**src/hdl/kft_pkg.sv**
```systemverilog
// ----------------------------------------------------------------------------
// kft_pkg
// Shared widths, codes and controller/datapath handshake types for the
// keyframe track playback block.
// ----------------------------------------------------------------------------
package kft_pkg;

  localparam int NUM_CHANNELS_DEF = 16;
  localparam int MAX_KEYS_DEF     = 64;

  localparam int CMD_W      = 2;
  localparam int DELTA_W    = 20;
  localparam int TIME_W     = 31;
  localparam int POS_W      = 32;
  localparam int TPS_W      = 24;
  localparam int CIU_W      = 5;
  localparam int CHF_W      = 4;
  localparam int KEYF_W     = 6;
  localparam int STAT_W     = 2;
  localparam int RATE_FRAC  = 8;
  localparam int PROD_W     = TPS_W + DELTA_W;
  localparam int ADD_W      = PROD_W - RATE_FRAC;
  localparam int SUM_W      = ADD_W + 2;
  localparam int REPORT_MAX = 16;

  localparam int APB_AW = 4;
  localparam int APB_DW = 32;

  localparam logic [TPS_W-1:0] TPS_RST = TPS_W'(256);
  localparam logic [CIU_W-1:0] CIU_RST = CIU_W'(1);

  typedef enum logic [CMD_W-1:0] {
    CMD_TICK  = 2'd0,
    CMD_LOAD  = 2'd1,
    CMD_CLEAR = 2'd2
  } cmd_t;

  typedef enum logic [STAT_W-1:0] {
    ST_PLAY   = 2'd0,
    ST_LOOP   = 2'd1,
    ST_FINISH = 2'd2
  } status_t;

  typedef enum logic [1:0] {
    REG_DURATION = 2'd0,
    REG_TPS      = 2'd1,
    REG_CHANNELS = 2'd2
  } reg_t;

  typedef struct packed {
    logic take_tick;
    logic load_key;
    logic clear_track;
    logic mul_go;
    logic sum_go;
    logic hit_go;
    logic apply;
    logic ch_init;
    logic probe;
    logic cmp;
    logic fin;
    logic emit;
    logic emit_last;
  } kft_cmd_t;

  typedef struct packed {
    logic probe_more;
    logic out_free;
  } kft_sts_t;

endpackage

```
**src/hdl/kft_ctrl.sv**
```systemverilog
// ----------------------------------------------------------------------------
// kft_ctrl
// Sequencer: position update steps, then a per-channel search and report.
// ----------------------------------------------------------------------------
module kft_ctrl import kft_pkg::*; #(
  parameter int NUM_CHANNELS = NUM_CHANNELS_DEF,
  localparam int CHW = (NUM_CHANNELS > 1) ? $clog2(NUM_CHANNELS) : 1
) (
  input  logic             clk,
  input  logic             rst,
  input  logic             in_valid,
  input  logic [CMD_W-1:0] in_cmd,
  output logic             in_ready,
  input  logic [CIU_W-1:0] report_n,
  input  kft_sts_t         sts,
  output kft_cmd_t         cmd,
  output logic [CHW-1:0]   ch
);

  typedef enum logic [3:0] {
    S_IDLE,
    S_MUL,
    S_SUM,
    S_HIT,
    S_APPLY,
    S_CH_INIT,
    S_SEARCH,
    S_CMP,
    S_FIN,
    S_EMIT
  } state_t;

  state_t state;
  logic   accept;
  logic   reported;
  logic   last_ch;
  cmd_t   in_code;

  assign in_ready = (state == S_IDLE);
  assign accept   = in_valid && in_ready;
  assign in_code  = cmd_t'(in_cmd);
  assign reported = 32'(ch) < 32'(report_n);
  assign last_ch  = (ch == CHW'(NUM_CHANNELS - 1));

  always_comb begin
    cmd = '0;
    unique case (state)
      S_IDLE: begin
        cmd.take_tick   = accept && (in_code == CMD_TICK);
        cmd.load_key    = accept && (in_code == CMD_LOAD);
        cmd.clear_track = accept && (in_code == CMD_CLEAR);
      end
      S_MUL:     cmd.mul_go  = 1'b1;
      S_SUM:     cmd.sum_go  = 1'b1;
      S_HIT:     cmd.hit_go  = 1'b1;
      S_APPLY:   cmd.apply   = 1'b1;
      S_CH_INIT: cmd.ch_init = 1'b1;
      S_SEARCH:  cmd.probe   = sts.probe_more;
      S_CMP:     cmd.cmp     = 1'b1;
      S_FIN:     cmd.fin     = 1'b1;
      S_EMIT: begin
        cmd.emit      = reported && sts.out_free;
        cmd.emit_last = 32'(ch) + 32'd1 == 32'(report_n);
      end
      default: ;
    endcase
  end

  always_ff @(posedge clk) begin
    if (rst) begin
      state <= S_IDLE;
      ch    <= '0;
    end else begin
      unique case (state)
        S_IDLE: begin
          if (accept && in_code == CMD_TICK) begin
            state <= S_MUL;
          end
        end
        S_MUL:   state <= S_SUM;
        S_SUM:   state <= S_HIT;
        S_HIT:   state <= S_APPLY;
        S_APPLY: begin
          ch    <= '0;
          state <= S_CH_INIT;
        end
        S_CH_INIT: state <= S_SEARCH;
        S_SEARCH:  state <= sts.probe_more ? S_CMP : S_FIN;
        S_CMP:     state <= S_SEARCH;
        S_FIN:     state <= S_EMIT;
        S_EMIT: begin
          // for a reported channel, hold until the output register can take the word
          if (!reported || sts.out_free) begin
            if (last_ch) begin
              ch    <= '0;
              state <= S_IDLE;
            end else begin
              ch    <= ch + CHW'(1);
              state <= S_CH_INIT;
            end
          end
        end
        default: state <= S_IDLE;
      endcase
    end
  end

endmodule

```
**config.mk**
```make
export PLATFORM = sky130hd
export DESIGN_NAME = kft_ctrl
export DESIGN_NICKNAME = d
export VERILOG_FILES = /design/src/hdl/kft_pkg.sv /design/src/hdl/kft_ctrl.sv
export SDC_FILE = /design/constraint.sdc
export NUM_CORES = 1
export LEC_CHECK = 0
export BUFFER_PORTS_ARGS = -buffer_cell sky130_fd_sc_hd__buf_2
export CAP_MARGIN = 20
export CORE_MARGIN = 5
export CORE_UTILIZATION = 50
export CTS_CLUSTER_DIAMETER = 200
export DETAILED_ROUTE_END_ITERATION = 7
export GPL_ROUTABILITY_DRIVEN = 0
export PLACE_DENSITY = 0.82
export SYNTH_ARGS = -nofsm -noshare
export SYNTH_HDL_FRONTEND = slang
export SYNTH_SLANG_ARGS = --single-unit
```
**constraint.sdc**
```tcl
create_clock -name clk -period 3.31 [get_ports clk]
set_input_delay 0.8275 -clock clk [delete_from_list [all_inputs] [get_ports clk]]
set_output_delay 0.8275 -clock clk [all_outputs]
set_load 0.03 [all_outputs]
```
---- Yosys cells after proc, flatten, opt, wreduce, memory -nomap -nowiden ----
Index checks and enable logic that the tools add are counted.
word-level totals
  bits in registers ....................... 8
  output and inout port bits .............. 18
cells by class
  add/sub/neg operators ................... 2
  magnitude comparators ................... 1
  eq/ne operators ......................... 15
  mux-type cells .......................... 18
  reduce and logical (&&, ||, !) cells .... 13
operators with widths
  cell                                                  number
  one-hot mux 4 bit (9 select lines)                    1
  two-way mux 4 bit                                     5
  equality test 4 x 3 -> 1 bit (second input constant)  4
  equality test 4 bit (second input constant)           3
  equality test 4 x 2 -> 1 bit (second input constant)  2
  two-way mux 1 bit                                     8
  one-hot mux 4 bit (2 select lines)                    1
  two-way mux 3 bit                                     2
  adder 4 x 1 -> 5 bit (second input constant)          1
  equality test 5 bit                                   1
  logical AND 1 bit                                     5
  less-than comparator 4 x 5 -> 1 bit                   1
  adder 4 x 1 -> 4 bit (second input constant)          1
  equality test 4 x 1 -> 1 bit (second input constant)  1
  logical NOT 4 bit                                     1
  AND reduction 2 bit                                   2
  equality test 2 x 1 -> 1 bit (second input constant)  1
  equality test 2 bit (second input constant)           1
  logical NOT 2 bit                                     1
  two-way mux 2 bit                                     1
  != test 2 x 1 -> 1 bit (second input constant)        1
  != test 2 bit (second input constant)                 1
  nonzero test 2 bit                                    1
  OR reduction 2 bit                                    1
  2 further kinds                                       2

---- Longest topological paths before layout ----
  depth after elaboration ................. 5
  depth in mapped cells ................... 7
  mapped depth without buffers ............ 7

---- Worst setup path after synthesis ----
No wires, ideal clock.
  kind .................................... input -> output
  from .................................... input port report_n[0]
  to ...................................... output port cmd[0] in the netlist's numbering
  arrival ................................. 2.259 ns
  data required time ...................... 2.483 ns
  slack ................................... 0.224 ns
  cell stages on the path ................. 3
  path buffers ............................ 0
  cells stage by stage .................... ha_1 or4_1 nor3_1
RTL lines
  what             line            RTL
  start, declared  kft_ctrl.sv:14  input logic [CIU_W-1:0] report_n,
  end, declared    kft_ctrl.sv:16  output kft_cmd_t cmd,

==> results.md <==
- Syn_area_per_cell: ~7.7 um^2
- Worst EP required: 2.48 ns
- # hold bufs at CTS: 0
- PnR Total Power: roughly 0.22 mW
- Status: finished clean
- Antenna-violating nets left: 0
- Root Buffer: clkbuf_4
- Seq/Total Area, Yosys: approximately a fifth
- Synth unique cells: 32
- Crit path DAT: around 2.1 ns
- Post-cts sizing count: 0
- Worst-margin pin slew: 0.439 ns
- Setup violations, final: 0
- Vias: around 800
- CTS max path bufs: 2
- HP Class: flop to flop
- Pin count of the biggest net entering global routing: 15
- Leakage: approximately 0.42 nW
- Initial antenna violation count: 0
- Final nets: 144
- Final Cycle Share: 87.6%
- Top cell type by total area after synthesis: dfxtp_1
- Sink Count: 8
- Max IR drop VDD: slightly above 0.2 mV
- Worst setup margin: between 0.4 and 0.5 ns
- First-pass GRT wire length: approximately 3200 um
- CTS buffer count: 3
- CTS tree: built
- Count leader, synth: nor2_1
- Post-DP HPWL: about 1400 um
- CP Class: input port to output port
- Core area: around 1500 um^2
- Startpoint Class: input port
- Clk slew on worst S/H paths: approximately 0.050 ns
- Placement row count: 14
- Top_reg_cell synth: dfxtp_1
- Placed Area: 882 um^2
- Setup WS pre-CTS: roughly 0.42 ns
- Final hold vios: 0
- DRT Wirelength: ~1700 um
- Drt wl/cell: 12.4 um
- Worst setup EP type: output port
- Fill cells: around 130
- Cells after Synth: 97
- ANT cells: 0
- Post-synth top cells: nor2_1, nand2_1, dfxtp_1, nor3_1, a21oi_1
- Ys Warns: 0
- Setup Buffers After CTS: 0
- Total GRT Usage: between 10% and 20%
- Flop2flop setup slack: about 1.4 ns
- Initial Util: between 50% and 60%
- Net Count, Synth: around 110
- GRT Residual Overflow: 0
- Highest clock rate: between 300 and 400 MHz
- Area growth from synthesis to final layout: 20.7%
- Synth top area share: a little over a fifth
- RSZ-0062 raised after global routing: false
- I/O pin cnt: 30
- Asr flop ratio synth: 0%
- Min Tclk post-route: 2.90 ns
- Fraction of layout cells with a size suffix above 1: around a third
- P per Cell Area: 239 nW/um^2
- Max Clock Skew: slightly below 0.01 ns
- IO buf count: 29
- TritonRoute pass-1 iters: 4
- Relative slew slack: a little over two thirds
- Cell Area, Synth: around 750 um^2
- Dominant cells by area after synthesis: dfxtp_1, ha_1, xnor2_1, nor3_1, nor2_1
- CP max FO: 1
- Slew Viols, Final: 0
- CTS H-tree lvls: 1
- Vias in the first global route: around 700
- Vias per cell: approximately 5.6
- DRC viols: 0
- Die height: between 40 and 50 um
- Worst-skew pair later-pin latency: around 0.25 ns
- Fin Setup TNS: 0 ns
- Flops & latches, synth: 8
- Iteration-0 DRC Markers: 17
- Number of max-cap violations: 0
- EDFF count, synth: 0
- Design area: around 900 um^2
- DIE WIDTH: between 40 and 50 um
- Final core utilization: between 60% and 70%
- Total die area: 2370 um^2
[final cells by class]
| class | count | area (um^2) | share of cell area (%) |
|---|---|---|---|
| repair buffers | 29 | 145 | 16.0 |
| multi-input cells | 79 | 534 | 59.1 |
| clock buffers | 3 | 22.5 | 2.49 |
| well taps | 16 | 20.0 | 2.21 |
| flip-flops and latches | 8 | 160 | 17.7 |
| inverters | 6 | 22.5 | 2.49 |
[routing by layer]
metal,track usage [%],wire (um),share of wire (%),vias to the layer above
li1,-,-,-,403
met1,21.6,740,42,361
met2,24.6,858,49,28
met3,3.07,131,7.5,2
met4,4.93,18,1.0,0
met5,0,0,0,-
[state kept, by name, indices dropped and copies added (netlist names)]
name	count
ch	4
state	4
[critical path, stage by stage]
cell and delay (ns):
buf_2 0.10, ha_1 0.28, or4_1 0.51, nor3_1 0.14, buf_2 0.22
[metrics by stage]
stage	hold WS, ns	std cells
6_report	0.585	141
2_1_floorplan	0.654	97
4_1_cts	0.592	141
3_3_place_gp	0.554	138
3_5_place_dp	0.573	138
5_1_grt	0.630	141
[logic make-up after synthesis]
family	synth area share [%]
muxes	2.00
buffers and inverters	7.35
AOI/OAI and AO/OA	18.2
xor gates and xnor gates	7.01
DFF	21.4
and+or+nand+nor	35.7
adders and majority gates	8.35
[worst paths after layout]
check / to / from / cells after the start
worst max-delay path: cmd[0] / report_n[0] / 5
worst min-delay path: ch[1] / ch[1] / 1
worst max register to register: ch[0] / ch[2] / 6
worst min register to register: ch[1] / ch[1] / 1
[report_power, final]
part	switching (mW)	leakage, nW	internal (mW)
logic	0.0245	0.337	0.0171
clock network	0.0322	0.0138	0.0414
registers	0.00351	0.0645	0.0974
[layout by cell type (no fill, tap or decap)]
cell type  instances
buf_2             29
nor2_1            10
nand2_1            9
nor3_1             8
dfxtp_1            8
a21oi_1            7
inv_1              6
xnor2_1            5
ha_1               5
nand3_1            4
o21ai_0            4
nand2b_1           3
clkbuf_4           3
or4_1              2
nor3b_1            2
a211oi_2           2
o21a_1             2
a22o_2             2
and4_1             1
nor2_4             1
xor2_1             1
nand2b_2           1
nor4_2             1
and3_1             1
or3_4              1
a21o_1             1
a211oi_1           1
and4b_4            1
mux2_4             1
nand4b_1           1
a31oi_1            1
or3_1              1
(Power assumes the default switching activity.)
