$ cat src/hdl/kft_pkg.sv
// ----------------------------------------------------------------------------
// kft_pkg
// Shared widths, codes and controller/datapath handshake types for the
// keyframe track playback block.
// ----------------------------------------------------------------------------
package kft_pkg;

  localparam int NUM_CHANNELS_DEF = 16;
  localparam int MAX_KEYS_DEF     = 64;

  localparam int CMD_W      = 2;
  localparam int DELTA_W    = 20;
  localparam int TIME_W     = 31;
  localparam int POS_W      = 32;
  localparam int TPS_W      = 24;
  localparam int CIU_W      = 5;
  localparam int CHF_W      = 4;
  localparam int KEYF_W     = 6;
  localparam int STAT_W     = 2;
  localparam int RATE_FRAC  = 8;
  localparam int PROD_W     = TPS_W + DELTA_W;
  localparam int ADD_W      = PROD_W - RATE_FRAC;
  localparam int SUM_W      = ADD_W + 2;
  localparam int REPORT_MAX = 16;

  localparam int APB_AW = 4;
  localparam int APB_DW = 32;

  localparam logic [TPS_W-1:0] TPS_RST = TPS_W'(256);
  localparam logic [CIU_W-1:0] CIU_RST = CIU_W'(1);

  typedef enum logic [CMD_W-1:0] {
    CMD_TICK  = 2'd0,
    CMD_LOAD  = 2'd1,
    CMD_CLEAR = 2'd2
  } cmd_t;

  typedef enum logic [STAT_W-1:0] {
    ST_PLAY   = 2'd0,
    ST_LOOP   = 2'd1,
    ST_FINISH = 2'd2
  } status_t;

  typedef enum logic [1:0] {
    REG_DURATION = 2'd0,
    REG_TPS      = 2'd1,
    REG_CHANNELS = 2'd2
  } reg_t;

  typedef struct packed {
    logic take_tick;
    logic load_key;
    logic clear_track;
    logic mul_go;
    logic sum_go;
    logic hit_go;
    logic apply;
    logic ch_init;
    logic probe;
    logic cmp;
    logic fin;
    logic emit;
    logic emit_last;
  } kft_cmd_t;

  typedef struct packed {
    logic probe_more;
    logic out_free;
  } kft_sts_t;

endpackage

$ cat src/hdl/kft_cfg_regs.sv
// ----------------------------------------------------------------------------
// kft_cfg_regs
// APB register file: duration, tick rate and reported channel count.
// ----------------------------------------------------------------------------
module kft_cfg_regs import kft_pkg::*; #(
  parameter int NUM_CHANNELS = NUM_CHANNELS_DEF
) (
  input  logic              clk,
  input  logic              rst,
  input  logic              psel,
  input  logic              penable,
  input  logic              pwrite,
  input  logic [APB_AW-1:0] paddr,
  input  logic [APB_DW-1:0] pwdata,
  output logic [APB_DW-1:0] prdata,
  output logic              pready,
  output logic [TIME_W-1:0] duration,
  output logic [TPS_W-1:0]  ticks_per_second,
  output logic [CIU_W-1:0]  report_n
);

  localparam int RPT_LIM = (NUM_CHANNELS < REPORT_MAX) ? NUM_CHANNELS : REPORT_MAX;

  logic [CIU_W-1:0] channels_in_use;
  logic             wr;
  reg_t             sel;

  assign pready = 1'b1;
  assign wr     = psel && penable && pwrite;
  assign sel    = reg_t'(paddr[3:2]);

  always_ff @(posedge clk) begin
    if (rst) begin
      duration         <= '0;
      ticks_per_second <= TPS_RST;
      channels_in_use  <= CIU_RST;
    end else if (wr) begin
      unique case (sel)
        REG_DURATION: duration         <= pwdata[TIME_W-1:0];
        REG_TPS:      ticks_per_second <= pwdata[TPS_W-1:0];
        REG_CHANNELS: channels_in_use  <= pwdata[CIU_W-1:0];
        default: ;
      endcase
    end
  end

  always_comb begin
    unique case (sel)
      REG_DURATION: prdata = APB_DW'(duration);
      REG_TPS:      prdata = APB_DW'(ticks_per_second);
      REG_CHANNELS: prdata = APB_DW'(channels_in_use);
      default:      prdata = '0;
    endcase
  end

  // clamp the reported count to 1 .. min(16, channels)
  always_comb begin
    if (channels_in_use == '0) begin
      report_n = CIU_W'(1);
    end else if (32'(channels_in_use) > RPT_LIM) begin
      report_n = CIU_W'(RPT_LIM);
    end else begin
      report_n = channels_in_use;
    end
  end

endmodule

$ cat config.mk
export PLATFORM = sky130hd
export DESIGN_NAME = kft_cfg_regs
export DESIGN_NICKNAME = d
export VERILOG_FILES = /design/src/hdl/kft_pkg.sv /design/src/hdl/kft_cfg_regs.sv
export SDC_FILE = /design/constraint.sdc
export NUM_CORES = 1
export LEC_CHECK = 0
export ABC_AREA = 0
export BUFFER_PORTS_ARGS = -buffer_cell sky130_fd_sc_hd__clkbuf_2
export CAP_MARGIN = 10
export CORE_MARGIN = 2
export CORE_UTILIZATION = 45
export CTS_CLUSTER_DIAMETER = 150
export DETAILED_ROUTE_END_ITERATION = 10
export PLACE_DENSITY = 0.77
export RECOVER_POWER = 50
export SYNTH_ARGS = -nofsm -noshare
export SYNTH_HDL_FRONTEND = slang
export SYNTH_SLANG_ARGS = --single-unit
$ cat constraint.sdc
create_clock -name clk -period 2.6 [get_ports clk]
set_input_delay 0.52 -clock clk [delete_from_list [all_inputs] [get_ports clk]]
set_output_delay 0.52 -clock clk [all_outputs]
set_load 0.01 [all_outputs]
After elaboration in Yosys (flattened, before gate mapping)

Index checks and enable logic that the tools add are counted.

Bits of input ports: 41
Flip-flop bits (word level): 60
Memory bits (read-only): 0
Latch bits: 0
Logic and storage cells: 16
Memories kept: 0
Memory bits (writable): 0
Output and inout port bits: 93

Bitwise operators: 0
Magnitude comparators: 1
Add/sub/neg operators: 0
Mux-type cells: 3
Shifts and indexed selects: 0
Equality and inequality tests: 2
Div/mod/pow operators: 0
Multipliers: 0
Reductions and logical operators: 7

Operator list:

| cell                                                                   | count |
|---|---|
| 31-bit one-hot mux with 3 select lines                                 | 1 |
| 5-bit two-way mux                                                      | 2 |
| 2-bit AND reduction                                                    | 3 |
| 5-bit > comparator (second input constant)                             | 1 |
| 5-bit zero test                                                        | 1 |
| 2-bit by 1-bit equality test with 1-bit output (second input constant) | 1 |
| 2-bit equality test (second input constant)                            | 1 |
| 1-bit logical AND                                                      | 2 |
| 2-bit zero test                                                        | 1 |

Logic depth before layout (Yosys ltp)

Gate-level depths: netlist of the first run.

Word-level depth: 3
Mapped depth: 5
Gate-level depth less buffers: 3

Worst setup path before layout of the first run

Ideal clock, no wire load.

Path kind: input to output
Start point: in paddr[2]
End point: out prdata[1]
Stages: 4
Path slack: 0.770 ns
Data required time: 2.080 ns
Path buffers: 2
Data arrival time: 1.310 ns
Cells stage by stage: buf_2 buf_2 mux2i_1 o21ai_0

Word-level cells in the longest chain between the ends: 2
Elaborated cells between the ends (all ways): 4
Those cells by class: 2 x eq/ne; 1 x mux; 1 x reduce/logical

RTL lines:

| what                                        | line               | text |
|---|---|---|
| start: declaration                          | kft_cfg_regs.sv:13 | `input logic [APB_AW-1:0] paddr,` |
| 2-bit equality test (tied with other cells) | kft_cfg_regs.sv:48 | `unique case (sel)` |
| 31-bit one-hot mux with 3 select lines (*)  | kft_cfg_regs.sv:48 |  |
| end: declaration                            | kft_cfg_regs.sv:15 | `output logic [APB_DW-1:0] prdata,` |

Every way passes the cells marked *; elsewhere a longest branch is shown, timed or not.

Final worst setup path of the first run

Start point: in paddr[2]
End point: out prdata[25]

Same word-level chain as after synthesis.

==> results of run 1 <==
final cells by class:
class | instances | area [um2] | area share, %
clock inverter | 5 | 27.5 | 0.733
sequential | 60 | 1200 | 32.0
tap | 77 | 96.3 | 2.57
timing repair buffer | 136 | 634 | 16.9
clock buffer | 11 | 141 | 3.77
multi-input combinational | 230 | 1650 | 44.0
registers in the layout, summed over array words and instances (netlist names):
register          flops
duration             31
channels_in_use       5
ticks_per_second     24
report_power, final:
| part | internal [mW] | switching [mW] | total [mW] |
|---|---|---|---|
| clock network | 0.365 | 0.353 | 0.718 |
| registers | 0.931 | 0.00966 | 0.941 |
| logic | 0.0805 | 0.0974 | 0.178 |
logic make-up (layout without fill, tap and decap cells):
logic type,Yosys count,after routing
compound gates,21,21
mux,76,76
simple gates,131,131
buf+inv,26,152
flops,60,60
other cells,2,2
routing by layer:
metal / wire, um / vias to the layer above / track usage (%)
li1: - / 1294 / -
met1: 3120 / 1153 / 23.4
met2: 3230 / 94 / 31.4
met3: 548 / 9 / 4.91
met4: 93 / 0 / 7.50
met5: 0 / - / 0
cell usage after synthesis (all sizes together):
cell type	count	share of area, %
nor3b	1	0.63
and2b	1	0.25
a21oi	8	1.3
nor2b	3	0.63
clkbuf	11	1.4
and2	7	1.5
nor2	26	3.5
and3	1	0.25
o21ai	5	0.83
nand2	7	0.88
nand3	9	1.9
o31ai	8	2.0
nor3	2	0.33
nand2b	73	15
conb	2	0.25
nand3b	1	0.25
dfxtp	60	40
buf	15	3.5
mux2i	76	25
critical path, cell delays in order:
cell and delay (ps):
clkbuf_2 190, buf_4 260, nor2_4 280, and2_1 180
clkbuf_2 120
worst min-delay path by stage:
stage | depth (start not counted) | start | endpoint | slack (ps)
3_3_place_gp | 2 | duration[30] | duration[30] | 470
5_1_grt | 3 | pwdata[24] | duration[24] | 430
4_1_cts | 3 | pwdata[27] | duration[27] | 410
2_1_floorplan | 2 | channels_in_use[3] | channels_in_use[3] | 470
6_report | 3 | pwdata[24] | duration[24] | 430
3_5_place_dp | 2 | duration[24] | duration[24] | 470
through the flow:
stage / instances / util [%]
after floorplan: 316 / -
after global placement: 503 / 57.4
after detailed placement: 503 / 57.4
after CTS: 519 / 60.0
after global routing: 519 / 58.8
final: 519 / 58.8
==> flow_summary.yaml, run 1 <==
layout:
  layout-drive-gt1-share_pct: 21.3
  fillers: 603
  nets: 478
  area_delta_synth_final_pct: 25.1
  final_common_cell: "mux2i_1"
  diodes: 0
  fin_area_um2: 3750
  final_cell_mix: "mux2i_1 (76), nand2b_1 (73), clkbuf_2 (68), clkbuf_1 (62), dfxtp_1 (60)"
drt:
  via_per_inst: 4.91
  antenna_left: 0
  drt_iter0_markers: 52
  wl_per_cell_um: 13.5
  via_count: 2550
  firstDrtPassIters: 4
  totalWireLength_um: 6990
  drc: 0
clocking:
  cts-buffers-inserted: 9
  cts_hold_buf: 0
  cts_sinks: 60
  cts_max_path_buffers: 2
  cts_setup_buffers: 0
  clk_latency_ps: 320
  post_cts_resized: 0
  clk_pin_slew_ps: 60
  cts_tree: "yes"
  htreeDepth: 3
  cts_root_buffer: "clkbuf_8"
synthesis:
  yosysWarnings: 0
  synth.area.mux_share_pct: 25.3
  synthCells: 316
  syn_nets: 357
  postSynthAreaPerCell_um2: 9.50
  yosysSeqAreaShare_pct: 40.0
  synth_xor_area_share_pct: 0
  ys_ff_latch: 60
  synth-compound-area-share_pct: 4.17
  synthDistinctLibCells: 24
  synth_top_family_by_area: "multiplexers"
  yosys.area_share.simple_pct: 25.3
  synthAdderAreaFrac_pct: 0
  synthesis.area_um2: 3000
die:
  rows: 29
  start_util_pct: 47.0
  num_io_pins: 134
  die_y_um: 85.7
  die_w_um: 85.7
  core_um2: 6390
  die-area_um2: 7340
sta:
  fin_ws_ps: 514
  worstMarginPinSlew_ps: 1420
  slew_headroom_pct: 5.47
  fmax_ghz: 0.479
  hold_ws_ps: 430
  hold_viol_final: 0
  skew_ps: 0
  rsz0062_at_grt: "no"
  fin_crit_ps: 2090
  setup_tns_ps: 0
  drv_slew: 0
  min_period_over_period_pct: 80.2
  finalSetupViolCount: 0
critical_path:
  endpoint_kind: "output pin"
  r2r_slack_ps: 1880
  critical_path.max_fanout: 16
  startpoint: "paddr[2]"
  rr_startpoint: "channels_in_use[4]"
  cp.arrival_ps: 1570
  required_ps: 2080
  path_class: "input port to output pin"
  reg2reg_to: "channels_in_use[4]"
  startpoint_type: "input port"
  critPathCapture: "prdata[25]"
  reg2regPathDepth: 2
global_route:
  grt.total_usage_pct: 18.9
  grt_pass1_vias: 2354
  antenna_found_initial: 0
  grt_max_degree: 49
  grt_pass1_wl_um: 11100
  grt_overflow: 0
place:
  place_hpwl_um: 4950
  place_ws_ps: 514
  gp_congestion: 0.770
  placed_cell_area_um2: 3660
  numPortBuffers: 128
job:
  cap_viol_max_count: 0
power:
  p_total_mw: 1.84
  ir_drop_mv: 0.241
  p_leak_nw: 1.69
  power_per_cell_area_nw_per_um2: 489
hold_path:
  hp-class: "input port to flop"
run_status:
  status: "complete, no violations"
Note: power is estimated with default switching activity, not from simulation.
==> inputs of run 2 (changes only) <==
Clock period 2.6 ns to 2.18 ns, I/O delays scaled along.
==> flow_summary.yaml, run 2 (synthesis results as in run 1) <==
layout:
  final_common_cell: "mux2i_1"
  final_cell_mix: "mux2i_1 (76), nand2b_1 (73), clkbuf_2 (71), dfxtp_1 (60), clkbuf_1 (57)"
  nets: 480
  area_delta_synth_final_pct: 28.4
  diodes: 0
  largest_register_ffs: 31
  layout-drive-gt1-share_pct: 22.3
  reg_top3: "duration x31, ticks_per_second x24, channels_in_use x5"
  post-route-util_pct: 60.4
  fin_area_um2: 3850
  regMostFlops: "duration"
  fin_cells: 521
clocking:
  cts_max_path_buffers: 2
  cts_sinks: 60
  cts_setup_buffers: 0
  cts_tree: "yes"
  clk_pin_slew_ps: 60
  htreeDepth: 3
  cts-buffers-inserted: 9
  cts_root_buffer: "clkbuf_8"
  clk_latency_ps: 320
  post_cts_resized: 0
  cts_hold_buf: 0
drt:
  totalWireLength_um: 7080
  drc: 0
  wl_per_cell_um: 13.6
  wl_met3_um: 512
  firstDrtPassIters: 4
  wl_met2_um: 3290
  highest_layer: "met4"
  met1Wirelength_um: 3210
  via_count: 2572
  via_per_inst: 4.94
  antenna_left: 0
  drt_iter0_markers: 76
die:
  die_w_um: 85.7
  die_y_um: 85.7
  start_util_pct: 47.0
  die-area_um2: 7340
  rows: 29
  core_um2: 6390
  num_io_pins: 134
power:
  intPower_mw: 1.95
  p_switching_uw: 548
  power_per_cell_area_nw_per_um2: 647
  p_total_mw: 2.49
  p_leak_nw: 1.75
  p_clk_share_pct: 46.2
  netSwitchingFraction_pct: 22.0
  p_comb_share_pct: 8.8
  seq_power_share_pct: 45.0
  ir_drop_mv: 0.392
run_status:
  status: "complete, no violations"
critical_path:
  endpoint_kind: "flop"
  path_class: "input port to flop"
  rr_startpoint: "channels_in_use[4]"
  cp.arrival_ps: 2120
  r2r_slack_ps: 1460
  reg2reg_to: "channels_in_use[4]"
  critical_path.max_fanout: 20
  reg2regPathDepth: 2
  startpoint_type: "input port"
  required_ps: 2430
hold_path:
  hp-class: "input port to flop"
  hold-path-endpoint: "duration[27]"
  hold_start: "pwdata[27]"
  hold_depth: 3
sta:
  fin_ws_ps: 304
  hold_viol_final: 0
  worstMarginPinSlew_ps: 881
  fmax_ghz: 0.533
  finalSetupViolCount: 0
  fin_crit_ps: 1880
  setup_tns_ps: 0
  hold_ws_ps: 336
  rsz0062_at_grt: "no"
  skew_ps: 0
  min_period_over_period_pct: 86.1
  slew_headroom_pct: 41.1
  drv_slew: 0
place:
  numPortBuffers: 128
  place_inst: 505
  place_hpwl_um: 5210
  placed_cell_area_um2: 3700
  gp_congestion: 0.769
  place_ws_ps: 391
global_route:
  grt_max_degree: 52
  grt_overflow: 0
  antenna_found_initial: 0
  grt_pass1_vias: 2468
  grt.total_usage_pct: 19.6
  grt_pass1_wl_um: 11400
job:
  cap_viol_max_count: 0
## run 2: cell types whose count changed in the layout (fill, tap and decap cells not counted), moves of 2 or more
cell	delta
clkinv_2	-2
clkbuf_8	+2
buf_12	+2
bufinv_16	+2
clkbuf_2	+3
clkbuf_1	-5
## run 2: worst max-delay path: stages
cell	delay, ps
clkbuf_1	220
buf_12	220
nor3b_1	740
buf_12	280
mux2i_1	210
## run 2: worst max-delay path by stage
stage / from / to / slack, ps / cells past startpoint
5_1_grt: paddr[2] / ticks_per_second[16] / 180 / 5
2_1_floorplan: paddr[2] / prdata[1] / 520 / 4
3_5_place_dp: paddr[2] / prdata[27] / 390 / 5
3_3_place_gp: paddr[2] / prdata[27] / 430 / 5
6_report: paddr[2] / ticks_per_second[7] / 300 / 5
4_1_cts: paddr[2] / prdata[27] / 390 / 5
## run 2: metal layers
| metal | up-vias | global-route usage [%] |
|---|---|---|
| met3 | 6 | 4.62 |
| met2 | 92 | 32.2 |
| met1 | 1170 | 24.7 |
| met4 | 0 | 7.79 |
| met5 | - | 0 |
| li1 | 1304 | - |
## run 2: layout make-up
type	instances	area, um2
clock inverters	4	70.1
well taps	77	96.3
multi-input cells	230	1640
flip-flops and latches	60	1200
clock buffers	12	165
repair buffers	138	682
fillers	599	2530
## run 2: power by group through the flow
stage	sequential (mW)	clock, mW	combinational (mW)
floorplan	1.15	0	0.136
global placement	1.15	0	0.224
detailed placement	1.15	0	0.228
CTS	1.12	1.19	0.228
global route	1.12	1.23	0.241
finish	1.12	1.15	0.220
==> inputs of run 3 (changes only) <==
Settings changed: CORE_UTILIZATION 45 to 37, PLACE_DENSITY 0.77 to 0.65.
Clock period 2.18 ns to 2.4 ns, I/O delays scaled along.
==> flow_summary.yaml, run 3 (synthesis results as in run 1) <==
sta:
  rsz0062_at_grt: "no"
  fmax_ghz: 0.512
  skew_ps: 0
  finalSetupViolCount: 0
  fin_crit_ps: 1950
  worstMarginPinSlew_ps: 716
  setup_tns_ps: 0
  drv_slew: 0
  fin_ws_ps: 445
  hold_viol_final: 0
  min_period_over_period_pct: 81.5
  slew_headroom_pct: 52.3
die:
  start_util_pct: 38.4
  core_um2: 7810
  num_io_pins: 134
  die_w_um: 94.1
  rows: 32
  die_y_um: 94.1
  die-area_um2: 8850
global_route:
  grt_max_degree: 40
  grt.total_usage_pct: 16.9
  grt_pass1_wl_um: 11700
  antenna_found_initial: 0
  grt_overflow: 0
  grt_pass1_vias: 2421
critical_path:
  endpoint_kind: "output pin"
  cpLargestDelayFamily: "buffers and inverters"
  path_depth: 5
  crit_path_frequent_cell: "clkbuf_2"
  startpoint: "paddr[3]"
  r2r_slack_ps: 1670
  rr_startpoint: "channels_in_use[4]"
  critical_path.max_fanout: 14
  cp_slowest_cell: "and2b_1"
  cpPeakStageDelay_ps: 330
  critPathCapture: "prdata[0]"
  reg2regPathDepth: 2
  path_class: "input port to output pin"
  critical_path_buf_inv_count: 2
  startpoint_type: "input port"
  reg2reg_to: "channels_in_use[4]"
  crit_path_cell_trace: "clkbuf_2, and2b_1, nand2_1, o21ai_0, clkbuf_2"
  required_ps: 1920
  cp.arrival_ps: 1470
layout:
  post-route-util_pct: 48.4
  fin_area_um2: 3780
  largest_register_ffs: 31
  area_delta_synth_final_pct: 26.0
  reg_top3: "duration x31, ticks_per_second x24, channels_in_use x5"
  final_cell_mix: "mux2i_1 (76), nand2b_1 (73), clkbuf_2 (72), dfxtp_1 (60), clkbuf_1 (58)"
  regMostFlops: "duration"
  nets: 480
  layout-drive-gt1-share_pct: 21.9
  final_common_cell: "mux2i_1"
  diodes: 0
power:
  intPower_mw: 1.48
  p_clk_share_pct: 38.5
  power_per_cell_area_nw_per_um2: 522
  seq_power_share_pct: 51.6
  p_switching_uw: 491
  netSwitchingFraction_pct: 24.9
  p_leak_nw: 1.70
  ir_drop_mv: 0.213
  p_comb_share_pct: 9.9
place:
  place_ws_ps: 413
  gp_congestion: 0.723
  numPortBuffers: 128
  placed_cell_area_um2: 3710
  place_hpwl_um: 5210
drt:
  via_count: 2572
  drc: 0
  firstDrtPassIters: 4
  wl_per_cell_um: 13.4
  drt_iter0_markers: 60
  via_per_inst: 4.73
  antenna_left: 0
  totalWireLength_um: 7290
clocking:
  clk_pin_slew_ps: 60
  cts-buffers-inserted: 9
  htreeDepth: 3
  cts_hold_buf: 0
  cts_root_buffer: "clkbuf_8"
  post_cts_resized: 0
  cts_setup_buffers: 0
  clk_latency_ps: 330
  cts_max_path_buffers: 2
  cts_tree: "yes"
  cts_sinks: 60
hold_path:
  hp-class: "input port to flop"
job:
  cap_viol_max_count: 0
run_status:
  status: "complete, no violations"
run 3: power by group through the flow:
stage	Sequential (mW)	Combinational, mW	Clock, mW
2_1_floorplan	1.05	0.124	0
3_3_place_gp	1.04	0.201	0
3_5_place_dp	1.04	0.203	0
4_1_cts	1.02	0.204	0.791
5_1_grt	1.02	0.217	0.827
6_report	1.02	0.197	0.760
run 3: worst register-to-register path: cells and delay by family, from the launching register on:
| kind | cells | cell delay [ps] |
|---|---|---|
| AND/OR/NAND/NOR | 1 | 90 |
| flip-flops | 1 | 440 |
| multiplexers | 1 | 130 |
run 3: per-stage QoR:
stage	total power [mW]	hold WS, ps	std cells
floorplan	1.17	474	316
global placement	1.24	466	530
detailed placement	1.24	478	530
CTS	2.01	358	544
global route	2.06	374	544
finish	1.98	378	544
run 3: cell type report:
class	count	area, um2
Timing Repair Buffer	138	654
Multi-Input combinational cell	230	1640
Tap cell	102	128
Fill cell	799	4030
Clock buffer	11	141
Clock inverter	3	15.0
Sequential cell	60	1200
run 3: worst min path at each step:
stage / from / end / cells past startpoint
finish: pwdata[27] / duration[27] / 3
floorplan: channels_in_use[3] / channels_in_use[3] / 2
global placement: duration[24] / duration[24] / 2
global route: pwdata[27] / duration[27] / 3
detailed placement: duration[30] / duration[30] / 2
CTS: pwdata[27] / duration[27] / 3
run 3: layer usage:
metal	share of wire, %	up-vias	global-route usage (%)
li1	-	1295	-
met1	47	1171	22.6
met2	44	96	25.9
met3	6.9	10	4.17
met4	1.3	0	6.88
met5	0	-	0
